## config.mk

```make
export PLATFORM = sky130hd
export DESIGN_NAME = cht_ctrl
export DESIGN_NICKNAME = d
export VERILOG_FILES = /design/src/design/cht_pkg.sv /design/src/design/cht_ctrl.sv
export SDC_FILE = /design/constraint.sdc
export NUM_CORES = 1
export LEC_CHECK = 0
export BUFFER_PORTS_ARGS = -buffer_cell sky130_fd_sc_hd__buf_2
export CAP_MARGIN = 5
export CORE_AREA = 8 8 45 47
export DETAILED_ROUTE_END_ITERATION = 8
export DIE_AREA = 0 0 53 55
export PLACE_DENSITY = 0.65
export SLEW_MARGIN = 0
export SYNTH_ARGS = -nofsm -noshare
export SYNTH_HDL_FRONTEND = slang
export SYNTH_SLANG_ARGS = --single-unit
```

## constraint.sdc

```tcl
create_clock -name i_clk -period 2.38 [get_ports i_clk]
set_input_delay 0.119 -clock i_clk [delete_from_list [all_inputs] [get_ports i_clk]]
set_output_delay 0.119 -clock i_clk [all_outputs]
set_load 0.02 [all_outputs]
```

## src/design/cht_pkg.sv

```systemverilog
// Shared constants, types and hash functions for the cuckoo hash table.
package cht_pkg;

    // Slots per table; a power of two, so both hashes reduce to bit fields.
    localparam int TBL_SIZE = 1024;
    localparam int TBL_AW   = $clog2(TBL_SIZE);

    localparam int KEY_W    = 31;
    localparam int ENTRY_W  = KEY_W + 1;
    localparam int SLOT_W   = 10;
    localparam int KICK_W   = 8;
    localparam int OP_W     = 2;
    localparam int STS_W    = 2;

    localparam logic [KICK_W-1:0] KICKS_RESET = 8'd32;

    localparam logic [OP_W-1:0] OP_SEARCH = 2'd0;
    localparam logic [OP_W-1:0] OP_INSERT = 2'd1;
    localparam logic [OP_W-1:0] OP_DELETE = 2'd2;

    localparam logic [STS_W-1:0] STS_OK   = 2'd0;
    localparam logic [STS_W-1:0] STS_MISS = 2'd1;
    localparam logic [STS_W-1:0] STS_DUP  = 2'd2;
    localparam logic [STS_W-1:0] STS_FAIL = 2'd3;

    typedef struct packed {
        logic clr_wr;
        logic lookup;
        logic res_found;
        logic res_miss;
        logic res_dup;
        logic del_wr;
        logic ins_start;
        logic ins_place;
        logic ins_fail_limit;
        logic ins_kick;
        logic ins_fail_back;
        logic out_load;
    } t_cmd;

    typedef struct packed {
        logic [OP_W-1:0] op;
        logic            hit0;
        logic            hit1;
        logic            occ;
        logic            limit;
        logic            back;
        logic            clr_last;
        logic            out_free;
    } t_sts;

    function automatic logic [TBL_AW-1:0] hash0(input logic [KEY_W-1:0] k);
        return TBL_AW'(k % TBL_SIZE);
    endfunction

    function automatic logic [TBL_AW-1:0] hash1(input logic [KEY_W-1:0] k);
        return TBL_AW'((k / TBL_SIZE) % TBL_SIZE);
    endfunction

endpackage

```

## src/design/cht_ctrl.sv

```systemverilog
// Controller state machine: clearing sweep, lookup, displacement chain, result hand-off.
module cht_ctrl (
    input  logic          i_clk,
    input  logic          i_rst_n,
    input  logic          i_valid,
    output logic          o_stall,
    input  cht_pkg::t_sts i_sts,
    output cht_pkg::t_cmd o_cmd
);
    import cht_pkg::*;

    localparam logic [2:0] S_CLEAR  = 3'd0;
    localparam logic [2:0] S_IDLE   = 3'd1;
    localparam logic [2:0] S_CHECK  = 3'd2;
    localparam logic [2:0] S_READ   = 3'd3;
    localparam logic [2:0] S_EVAL   = 3'd4;
    localparam logic [2:0] S_FINISH = 3'd5;

    logic [2:0] r_state;
    logic [2:0] n_state;
    t_cmd       w_cmd;

    assign o_stall = (r_state != S_IDLE);

    always_comb begin
        w_cmd   = '0;
        n_state = r_state;
        unique case (r_state)
            S_CLEAR: begin
                w_cmd.clr_wr = 1'b1;
                if (i_sts.clr_last) begin
                    n_state = S_IDLE;
                end
            end
            S_IDLE: begin
                if (i_valid) begin
                    w_cmd.lookup = 1'b1;
                    n_state      = S_CHECK;
                end
            end
            S_CHECK: begin
                n_state = S_FINISH;
                unique case (i_sts.op)
                    OP_SEARCH: begin
                        w_cmd.res_found = i_sts.hit0 || i_sts.hit1;
                        w_cmd.res_miss  = !(i_sts.hit0 || i_sts.hit1);
                    end
                    OP_DELETE: begin
                        w_cmd.res_found = i_sts.hit0 || i_sts.hit1;
                        w_cmd.del_wr    = i_sts.hit0 || i_sts.hit1;
                        w_cmd.res_miss  = !(i_sts.hit0 || i_sts.hit1);
                    end
                    OP_INSERT: begin
                        if (i_sts.hit0 || i_sts.hit1) begin
                            w_cmd.res_dup = 1'b1;
                        end else begin
                            w_cmd.ins_start = 1'b1;
                            n_state         = S_READ;
                        end
                    end
                    default: begin
                        w_cmd.res_miss = 1'b1;
                    end
                endcase
            end
            S_READ: begin
                n_state = S_EVAL;
            end
            S_EVAL: begin
                priority if (!i_sts.occ) begin
                    w_cmd.ins_place = 1'b1;
                    n_state         = S_FINISH;
                end else if (i_sts.limit) begin
                    w_cmd.ins_fail_limit = 1'b1;
                    n_state              = S_FINISH;
                end else begin
                    // evict and carry the old key to the other table
                    w_cmd.ins_kick = 1'b1;
                    if (i_sts.back) begin
                        w_cmd.ins_fail_back = 1'b1;
                        n_state             = S_FINISH;
                    end else begin
                        n_state = S_READ;
                    end
                end
            end
            S_FINISH: begin
                if (i_sts.out_free) begin
                    w_cmd.out_load = 1'b1;
                    n_state        = S_IDLE;
                end
            end
            default: begin
                n_state = S_IDLE;
            end
        endcase
    end

    assign o_cmd = w_cmd;

    always_ff @(posedge i_clk) begin
        if (!i_rst_n) begin
            r_state <= S_CLEAR;
        end else begin
            r_state <= n_state;
        end
    end

    a_eval_after_read: assert property (@(posedge i_clk) disable iff (!i_rst_n)
        (r_state == S_EVAL) |-> ($past(r_state) == S_READ))
        else $error("chain evaluated without a preceding read");

    a_check_after_transfer: assert property (@(posedge i_clk) disable iff (!i_rst_n)
        (r_state == S_CHECK) |-> $past(i_valid && !o_stall))
        else $error("check state entered without an input transfer");

    a_load_when_free: assert property (@(posedge i_clk) disable iff (!i_rst_n)
        w_cmd.out_load |-> i_sts.out_free)
        else $error("result loaded over a waiting result");

endmodule
```

# Word-level counts from Yosys, hierarchy flattened
# Cells that the tools add are included.
# op_classes
add_sub_neg	0
n_mux	28
n_shift	0
n_eq_ne	11
order_cmp	0
div_mod_pow	0
mul	0
reduce_logical	6
n_bitwise	0
# op_table
operator	n
two-way mux 3 bit	9
case mux 3 bit (6 select lines)	1
two-way mux 1 bit	14
equality test 3 x 2 -> 1 bit, second input constant	2
equality test 3 bit, second input constant	2
!= test 2 bit, second input constant	3
two-way mux 5 bit	1
two-way mux 4 bit	1
equality test 3 x 1 -> 1 bit, second input constant	1
logical NOT 3 bit	1
!= test 3 x 1 -> 1 bit, second input constant	1
AND reduction 3 bit	1
equality test 2 x 1 -> 1 bit, second input constant	1
equality test 2 bit, second input constant	1
logical NOT 2 bit	1
two-way mux 2 bit	1
case mux 1 bit (2 select lines)	1
OR reduction 2 bit	1
logical NOT 1 bit	1
logical OR 1 bit	1
# word_totals
inputBits	12
mem_bits_ro	0
mem_bits_rw	0
out_inout_bits	13
memories	0
ff_bits	3
latch_bits	0

# Longest topological paths before layout
# Gate-level depths: netlist of run 1.
# depth
word_depth	4
ltp_mapped	5
mapped_depth_nobuf	3

# Least setup slack after synthesis of run 1
# No wires, ideal clock.
# synth_timing
path_kind	register to output
from	register r_state[0]
to	output port o_cmd[1] in the netlist's numbering
arrival_time_ps	1530
path_stages_with_launch	6
required_ps	2261
slack_ps	731
cell_sequence	dfxtp_1 -> clkbuf_2 -> or3b_1 -> clkbuf_1 -> nor2_1 -> and2_1
# synth_rtl
element	line_no	rtl
start: declaration	cht_ctrl.sv:19	logic [2:0] r_state;
start signal: assignment	cht_ctrl.sv:105	r_state <= n_state;
end: declaration	cht_ctrl.sv:8	output cht_pkg::t_cmd o_cmd

==> metrics.cfg, run 1 <==
[logic_synthesis]
syn_area_sq_um = 311.5
yosysUniqueCellTypes = 25
ys_seq_area_share_pct = 19.28
syn-num-nets = 53
synth_area_per_cell_sq_um = 7.599
synth.yosys.warnings = 0
postSynthCellCount = 41
synth_seq_cells = 3

[route]
drt-initial-drc-count = 1
vias_per_cell = 4.494
routed_wl_um = 913
drt_first_pass_iters = 2
detail-route-antenna-nets = 0
drc = 0
wire_per_inst_um = 11.00
num_vias = 373

[cts]
cts_buffers = 3
cts_max_level = 1
ctsResizeCount = 0
cts_tree = yes
cts_sinks = 3
clkLatencyLatePin_ns = 0.23
clk_pin_slew_ns = 0.04
post_cts_buffers = 0
clockBufferDepth = 2
cts-root-buf = clkbuf_4
hold_buffers = 0

[final_layout]
final_common_cell = buf_2
drive_above_1_share_pct = 46.27
fin_util_pct = 33.91
fin_nets = 80
n_antenna_cell = 0
final_cell_mix = buf_2 (24), nor2_1 (7), nor3_1 (3), clkbuf_4 (3), dfxtp_1 (3)
top_register = r_state
largestRegisters = r_state x3
area_growth_pct = 50.60
largest_register_ffs = 3

[critical_path]
startpoint = r_state[1]
cp.arrival_ns = 1.66
crit_slowest_cell = or3b_4
path_buf_inv = 1
r2r_start = r_state[1]
max_stage_delay_ns = 0.44
critPathLaunchType = flop
critical-path-top-delay-family = simple AND/OR/NAND/NOR gates
crit_path_end_kind = output port
cp_cell_sequence = or3b_4 -> o21bai_2 -> nor3b_2 -> buf_2
path_max_fanout = 9
worstSetupPathType = reg2out
required_ns = 2.26

[die]
fp.dieW_um = 53
ios = 25
num_rows = 14
die_height_um = 55
dieArea_sq_um = 2915
start_util_pct = 22.51
fp.coreArea_sq_um = 1384

[global_routing]
grt_util_met3_pct = 4.011
busiest_layer = met2
antenna_found_initial = 0
grt_max_degree = 10
grt_pass1_vias = 358
grt.overflow.total = 0
grtUsageMet2_pct = 9.766
grt_pass1_wl_um = 1442
use_met1_pct = 7.110
grt_use_total_pct = 6.601

[timing]
final.min_clock_period_ns = 1.774
rsz0062_at_grt = no
max_freq_ghz = 0.5636
fin_crit_sh_pct = 74.55
hold_viol = 0
worst_pin_slew_ns = 0.3539
tns_ns = 0
slew_headroom_pct = 76.36
final_max_slew_viol_count = 0
setup_viol = 0
skew_ns = 0.001677

[pwr]
powerDensity_nw_per_um2 = 416.4
p_leak_uw = 0.0002292
vdd_drop_max_uv = 195.7

[placement]
gp_congestion = 0.6589
io_buffer_count = 24
hpwl_um = 799.5

[run]
max_cap_violations = 0

[worst_hold_path]
hp-class = in2reg
min_from = i_rst_n

[status]
run_status = finished clean

-- worst reg2reg max path, stage by stage, from the launching register on --
cell     delay, ns
dfxtp_1       0.43
or3b_4        0.44
nor4_4        0.23
o311a_1       0.20
-- stage by stage --
stage	cell area, sq um	worst slack [ns]	cells	power (uW)	hold WS, ns
3_5_place_dp	442.9	0.8525	79	111.1	0.3794
4_1_cts	469.2	0.5974	83	202.5	0.1383
2_1_floorplan	311.5	0.7312	41	87.51	0.2365
6_report	469.2	0.6057	83	195.4	0.1421
3_3_place_gp	442.9	0.8804	79	110.0	0.3633
5_1_grt	469.2	0.5355	83	207.7	0.1433
-- synthesized netlist by cell type (all sizes together) --
cell,instances,area (sq um)
or3b,2,20.02
o22a,1,8.760
inv,2,7.510
dfxtp,3,60.06
o21a,1,7.510
nor4,1,21.27
nand2b,2,12.51
a21boi,1,7.510
nand3b,1,7.510
o31a,1,8.760
nor2,7,26.28
a21oi,2,10.01
o41ai,1,8.760
and2,2,12.51
nor2b,1,6.260
o21ai,2,10.01
o311a,1,10.01
nor3b,3,27.52
nor3,3,15.01
nand2,1,3.750
o21bai,1,11.26
clkbuf,2,8.750
-- cell type report --
| cell class | instances | area, sq um |
|---|---|---|
| clock buffers | 4 | 26.28 |
| fillers | 156 | 914.6 |
| inverters | 2 | 7.507 |
| multi-input cells | 34 | 235.2 |
| flip-flops and latches | 3 | 60.06 |
| well taps | 16 | 20.02 |
| repair buffers | 24 | 120.1 |
-- where the power goes --
group / leakage, uW / switching (uW) / internal (uW)
clock: 0.0000150 / 23.6 / 62.6
sequential: 0.0000245 / 5.09 / 53.4
combinational: 0.000190 / 28.2 / 22.5
total: 0.000229 / 56.9 / 139
-- worst paths after layout --
| path | endpoint | slack (ns) | depth (start not counted) |
|---|---|---|---|
| setup / recovery | o_cmd[6] | 0.61 | 4 |
| hold / removal | r_state[0] | 0.14 | 2 |
| setup reg to reg | r_state[1] | 1.01 | 3 |
| hold reg to reg | r_state[0] | 0.61 | 1 |
-- cell families (layout without fill, tap and decap cells) --
| group | after synthesis | after routing | synth area share (%) |
|---|---|---|---|
| buffers and inverters | 4 | 30 | 5.219 |
| AOI/OAI and AO/OA | 11 | 11 | 26.51 |
| and+or+nand+nor | 23 | 23 | 48.99 |
| DFF | 3 | 3 | 19.28 |
-- layer usage --
layer,vias to the layer above,routed length (um)
met5,-,0
li1,199,-
met3,0,110
met1,158,420
met2,16,382
met4,0,0
Note: power is estimated with default switching activity, not from simulation.
==> run 2, diff against run 1 <==
--- a/config.mk
+++ b/config.mk
@@ -10,7 +10,7 @@
 export CORE_AREA = 8 8 45 47
 export DETAILED_ROUTE_END_ITERATION = 8
 export DIE_AREA = 0 0 53 55
-export PLACE_DENSITY = 0.65
+export PLACE_DENSITY = 0.67
 export SLEW_MARGIN = 0
 export SYNTH_ARGS = -nofsm -noshare
 export SYNTH_HDL_FRONTEND = slang
==> constraint.sdc (replaced) <==
create_clock -name i_clk -period 1.5 [get_ports i_clk]
set_input_delay 0.075 -clock i_clk [delete_from_list [all_inputs] [get_ports i_clk]]
set_output_delay 0.075 -clock i_clk [all_outputs]
set_load 0.02 [all_outputs]
==> run 2 against run 1 <==
Compared with the run above: the run now ends with negative setup slack left; die area is the same; total power increased by 72%; routed wire length rose by 17%; clock power is 69% higher; critical path type unchanged; utilization increased by 6.3 points; non-clock buffer count increased by 6; sequential power is 53% higher.
==> metrics.cfg, run 2 (synthesized netlist as in run 1, its figures left out) <==
[timing]
final.min_clock_period_ns = 1.554
final_max_slew_viol_count = 0  ; unchanged
rsz0062_at_grt = yes  ; was no
max_freq_ghz = 0.6437
hold_slack_ns = 0.08390  ; was 0.1421 ns
hold_viol = 0  ; unchanged
skew_ns = 0.0002495  ; was 0.001677 ns
setup_slack_ns = -0.05356  ; was 0.6057 ns
fin_crit_sh_pct = 103.6
slew_headroom_pct = 80.45  ; was 76.36%
worst_pin_slew_ns = 0.2895  ; was 0.3539 ns
setup_viol = 1  ; was 0

[final_layout]
final_cell_mix = buf_2 (18), buf_4 (12), nor2_1 (6)  ; was buf_2 (24), nor2_1 (7), nor3_1 (3), clkbuf_4 (3), dfxtp_1 (3)
largest_register_ffs = 3  ; unchanged
top_register = r_state  ; unchanged
largestRegisters = r_state x3  ; unchanged
fin_util_pct = 40.24  ; was 33.91%
area_growth_pct = 78.71  ; was 50.60%
final_common_cell = buf_2  ; unchanged
design_area_sq_um = 556.8  ; was 469.2 sq um
drive_above_1_share_pct = 60.27  ; was 46.27%
fin_nets = 86  ; was 80
n_antenna_cell = 0  ; unchanged
fin_cells = 89  ; was 83

[worst_hold_path]
hp-class = in2reg  ; unchanged

[global_routing]
grt_max_degree = 8  ; was 10
grt.overflow.total = 0  ; unchanged
grt_use_total_pct = 7.596  ; was 6.601%
antenna_found_initial = 0  ; unchanged
grt_pass1_vias = 408  ; was 358
grt_pass1_wl_um = 1662  ; was 1442 um

[route]
routed_wl_um = 1065  ; was 913 um
drt-initial-drc-count = 1  ; unchanged
drt_first_pass_iters = 3  ; was 2
wire_per_inst_um = 11.97  ; was 11.00 um
drc = 0  ; unchanged
vias_per_cell = 4.449  ; was 4.494
detail-route-antenna-nets = 0  ; unchanged
num_vias = 396  ; was 373

[critical_path]
r2r_setup_slack_ns = 0.20  ; was 1.01 ns
worstSetupPathType = reg2out  ; unchanged
critPathLaunchType = flop  ; unchanged
required_ns = 1.42  ; was 2.26 ns
cp_cell_sequence = or3b_4 -> o21bai_4 -> nor3b_2 -> buf_4  ; was or3b_4 -> o21bai_2 -> nor3b_2 -> buf_2
max_stage_delay_ns = 0.41  ; was 0.44 ns
cp.arrival_ns = 1.48  ; was 1.66 ns
crit_slowest_cell = or3b_4  ; unchanged
crit_path_end_kind = output port  ; unchanged
path_max_fanout = 3  ; was 9

[cts]
cts_buffers = 3  ; unchanged
clk_pin_slew_ns = 0.04  ; about the same
cts_max_level = 1  ; unchanged
cts_sinks = 3  ; unchanged
hold_buffers = 0  ; unchanged
clkLatencyLatePin_ns = 0.23  ; about the same
cts_tree = yes  ; unchanged
clockBufferDepth = 2  ; unchanged
cts-root-buf = clkbuf_4  ; unchanged

[placement]
gp_congestion = 0.7157  ; was 0.6589
placed_cell_area_sq_um = 469.2  ; was 442.9 sq um
pre_cts_slack_ns = 0.1236  ; was 0.8525 ns
hpwl_um = 857.6  ; was 799.5 um
dp_cells = 82  ; was 79
io_buffer_count = 24  ; unchanged

[status]
failed_checks = negative setup slack
run_status = complete, but fails checks  ; was finished clean

[pwr]
p_leak_uw = 0.0002691  ; was 0.0002292 uW
vdd_drop_max_uv = 377.3  ; was 195.7 uV
powerDensity_nw_per_um2 = 602.1  ; was 416.4 nW/um^2

[die]
start_util_pct = 22.51  ; unchanged
fp.dieW_um = 53  ; unchanged
fp.coreArea_sq_um = 1384  ; unchanged
ios = 25  ; unchanged
die_height_um = 55  ; unchanged
num_rows = 14  ; unchanged
dieArea_sq_um = 2915  ; unchanged

[run]
max_cap_violations = 0  ; unchanged

[run 2: layer usage]
layer | vias up | global-route usage (%) | wire length [um]
li1 | 213 | - | -
met1 | 167 | 8.055 | 456
met2 | 16 | 12.70 | 503
met3 | 0 | 4.813 | 105
met4 | 0 | 1.293 | 0
met5 | - | 0 | 0
[run 2: what timing repair did]
| action | CTS | global route |
|---|---|---|
| resized for setup | 8 | 5 |
| pin swaps | 1 | 0 |
| cloned | 0 | 0 |
| endpoints found under the setup margin | 5 | 7 |
| setup buffers | 2 | 1 |
[run 2: through the flow]
| stage | power (uW) | TNS [ns] |
|---|---|---|
| 6_report | 335.3 | -0.05356 |
| 2_1_floorplan | 139.2 | 0 |
| 5_1_grt | 361.6 | -0.2646 |
| 4_1_cts | 330.9 | -0.06099 |
| 3_3_place_gp | 181.5 | 0 |
| 3_5_place_dp | 182.8 | 0 |
[run 2: final cells by class]
class	count	area, sq um
fillers	141	827.0
multi-input cells	34	259.0
repair buffers	30	180.2
flip-flops and latches	3	63.81
clock buffers	4	26.28
well taps	16	20.02
inverters	2	7.507
[run 2: worst paths after layout]
check	start	end	cells past startpoint
max	r_state[2]	o_cmd[6]	4
min	i_rst_n	r_state[0]	2
max reg2reg	r_state[2]	r_state[1]	4
min reg2reg	r_state[0]	r_state[2]	2
[run 2: critical path, delay by kind of cell (launching register included)]
family | cells | cell delay [ns]
AO/OA/AOI/OAI | 1 | 0.19
flip-flops | 1 | 0.32
AND/OR/NAND/NOR | 2 | 0.57
buffers and inverters | 1 | 0.16
[run 2: where the power goes]
| group | switching, uW | internal [uW] |
|---|---|---|
| Sequential | 4.20 | 85.4 |
| Combinational | 53.9 | 45.6 |
| Clock | 46.2 | 100 |
| Total | 104 | 231 |
==> run 3, diff against run 2 <==
--- a/config.mk
+++ b/config.mk
@@ -8,6 +8,7 @@
 export BUFFER_PORTS_ARGS = -buffer_cell sky130_fd_sc_hd__buf_2
 export CAP_MARGIN = 5
 export CORE_AREA = 8 8 45 47
+export CTS_BUF_LIST = sky130_fd_sc_hd__clkbuf_8
 export DETAILED_ROUTE_END_ITERATION = 8
 export DIE_AREA = 0 0 53 55
 export PLACE_DENSITY = 0.67
==> run 3 against run 2 <==
Compared with the run above: total power increased by 23%; critical endpoint unchanged; sequential share of layout area increased by 0.13 points; clock skew increased by 0.0021 ns; first-iteration DRC count increased to 7.0 times the previous value; worst setup slack improved by 0.016 ns; cell area decreased by 1.1%; the run still ends with negative setup slack left; critical path depth unchanged; count of clock-buffer cells in the layout decreased by 1; non-clock buffer count decreased by 3; sequential cell count unchanged; die area unchanged; clock power increased by 54%; highest routed layer unchanged; largest power group unchanged.
==> metrics.cfg, run 3 (synthesized netlist as in run 1, its figures left out) <==
[status]
run_status = complete, but fails checks  ; unchanged
failed_checks = negative setup slack  ; unchanged

[pwr]
vdd_drop_max_uv = 544.9  ; was 377.3 uV
powerDensity_nw_per_um2 = 747.5  ; was 602.1 nW/um^2
p_leak_uw = 0.0002674  ; was 0.0002691 uW
total_power_uw = 411.5  ; was 335.3 uW

[cts]
cts_sinks = 3  ; unchanged
cts_max_level = 1  ; unchanged
cts_buffers = 3  ; unchanged
clockBufferDepth = 2  ; unchanged
clkLatencyLatePin_ns = 0.21  ; was 0.23 ns
cts-root-buf = clkbuf_8  ; was clkbuf_4
post_cts_buffers = 0  ; was 2
clk_pin_slew_ns = 0.03  ; was 0.04 ns
hold_buffers = 0  ; unchanged
cts_tree = yes  ; unchanged

[critical_path]
critPathLaunchType = flop  ; unchanged
crit_slowest_cell = or3b_4  ; unchanged
r2r-end = r_state[1]  ; unchanged
ff2ff_path_depth = 3  ; was 4
cp_cell_sequence = or3b_4 -> o21bai_4 -> nor3b_2 -> buf_4  ; unchanged
path_buf_inv = 1  ; unchanged
required_ns = 1.42  ; about the same
max_stage_delay_ns = 0.42  ; was 0.41 ns
worstSetupPathType = reg2out  ; unchanged
r2r_start = r_state[2]  ; unchanged
crit_path_end_kind = output port  ; unchanged
r2r_setup_slack_ns = 0.26  ; was 0.20 ns
cp.arrival_ns = 1.46  ; was 1.48 ns
critical-path-top-delay-family = simple AND/OR/NAND/NOR gates  ; unchanged
path_max_fanout = 4  ; was 3

[timing]
slew_headroom_pct = 80.53  ; was 80.45%
rsz0062_at_grt = yes  ; unchanged
max_freq_ghz = 0.6505  ; was 0.6437 GHz
final.min_clock_period_ns = 1.537  ; was 1.554 ns
skew_ns = 0.002349  ; was 0.0002495 ns
final_max_slew_viol_count = 0  ; unchanged
setup_slack_ns = -0.03732  ; was -0.05356 ns
hold_viol = 0  ; unchanged
fin_crit_sh_pct = 102.5  ; was 103.6%
setup_viol = 1  ; unchanged
hold_slack_ns = 0.09892  ; was 0.08390 ns
worst_pin_slew_ns = 0.2883  ; was 0.2895 ns

[final_layout]
largest_register_ffs = 3  ; unchanged
top_register = r_state  ; unchanged
final_cell_mix = buf_2 (19), buf_4 (8), nor2_1 (6)  ; was buf_2 (18), buf_4 (12), nor2_1 (6)
area_growth_pct = 76.71  ; was 78.71%
fin_cells = 86  ; was 89
largestRegisters = r_state x3  ; unchanged
design_area_sq_um = 550.5  ; was 556.8 sq um
final_common_cell = buf_2  ; unchanged
drive_above_1_share_pct = 58.57  ; was 60.27%
n_antenna_cell = 0  ; unchanged
fin_nets = 83  ; was 86

[placement]
gp_congestion = 0.7157  ; unchanged
io_buffer_count = 24  ; unchanged
placed_cell_area_sq_um = 469.2  ; unchanged
hpwl_um = 857.6  ; unchanged
dp_cells = 82  ; unchanged
pre_cts_slack_ns = 0.1236  ; unchanged

[global_routing]
grt_pass1_vias = 385  ; was 408
grt_use_total_pct = 7.158  ; was 7.596%
grt_max_degree = 8  ; unchanged
antenna_found_initial = 0  ; unchanged
grt.overflow.total = 0  ; unchanged
grt_pass1_wl_um = 1573  ; was 1662 um

[die]
ios = 25  ; unchanged
num_rows = 14  ; unchanged
start_util_pct = 22.51  ; unchanged
dieArea_sq_um = 2915  ; unchanged
fp.dieW_um = 53  ; unchanged
die_height_um = 55  ; unchanged
fp.coreArea_sq_um = 1384  ; unchanged

[run]
max_cap_violations = 0  ; unchanged

[route]
vias_per_cell = 4.453  ; was 4.449
wire_per_inst_um = 11.86  ; was 11.97 um
num_vias = 383  ; was 396
drc = 0  ; unchanged
drt-initial-drc-count = 7  ; was 1
routed_wl_um = 1020  ; was 1065 um
detail-route-antenna-nets = 0  ; unchanged
drt_first_pass_iters = 2  ; was 3

[worst_hold_path]
whs_endpoint = r_state[0]  ; unchanged
min_path_cells = 2  ; unchanged
min_from = i_rst_n  ; unchanged
hp-class = in2reg  ; unchanged

run 3: power breakdown:
group,total [uW],internal [uW],switching (uW)
sequential,90.0,85.7,4.34
clock,225,174,51.0
combinational,96.5,43.4,53.1
run 3: timing repair:
action | in CTS | in global routing
resized for setup | 2 | 10
setup endpoints to repair | 4 | 6
pin swaps | 1 | 0
run 3: worst register-to-register path, delay by kind of cell (launching register included):
kind            cells  cell delay, ns
compound gates      1            0.19
flops               1            0.32
simple gates        2            0.66
run 3: through the flow:
step	TNS (ns)	utilization, %
floorplan	0	-
global placement	0	33.91
detailed placement	0	33.91
CTS	-0.08857	37.88
global route	-0.1366	39.78
finish	-0.03732	39.78
run 3: routing by layer:
metal,track usage [%],wire [um]
met4,2.586,0
met2,11.13,476
met1,8.055,439
met3,4.011,105
met5,0,0
run 3: worst max-delay path by stage:
stage	startpoint	end	slack, ns	cells past startpoint
2_1_floorplan	r_state[0]	r_state[1]	0.02	4
6_report	r_state[2]	o_cmd[6]	-0.04	4
3_3_place_gp	r_state[0]	o_cmd[6]	0.16	4
3_5_place_dp	r_state[0]	o_cmd[6]	0.12	4
5_1_grt	r_state[2]	o_cmd[6]	-0.08	4
4_1_cts	r_state[2]	o_cmd[1]	-0.05	4
run 3: area by class of cell:
type | count | area (sq um)
clock inverter | 1 | 3.754
tap | 16 | 20.02
inverter | 2 | 7.507
clock buffer | 3 | 41.29
multi-input combinational | 34 | 259.0
sequential | 3 | 63.81
timing repair buffer | 27 | 155.1
fill | 141 | 833.3
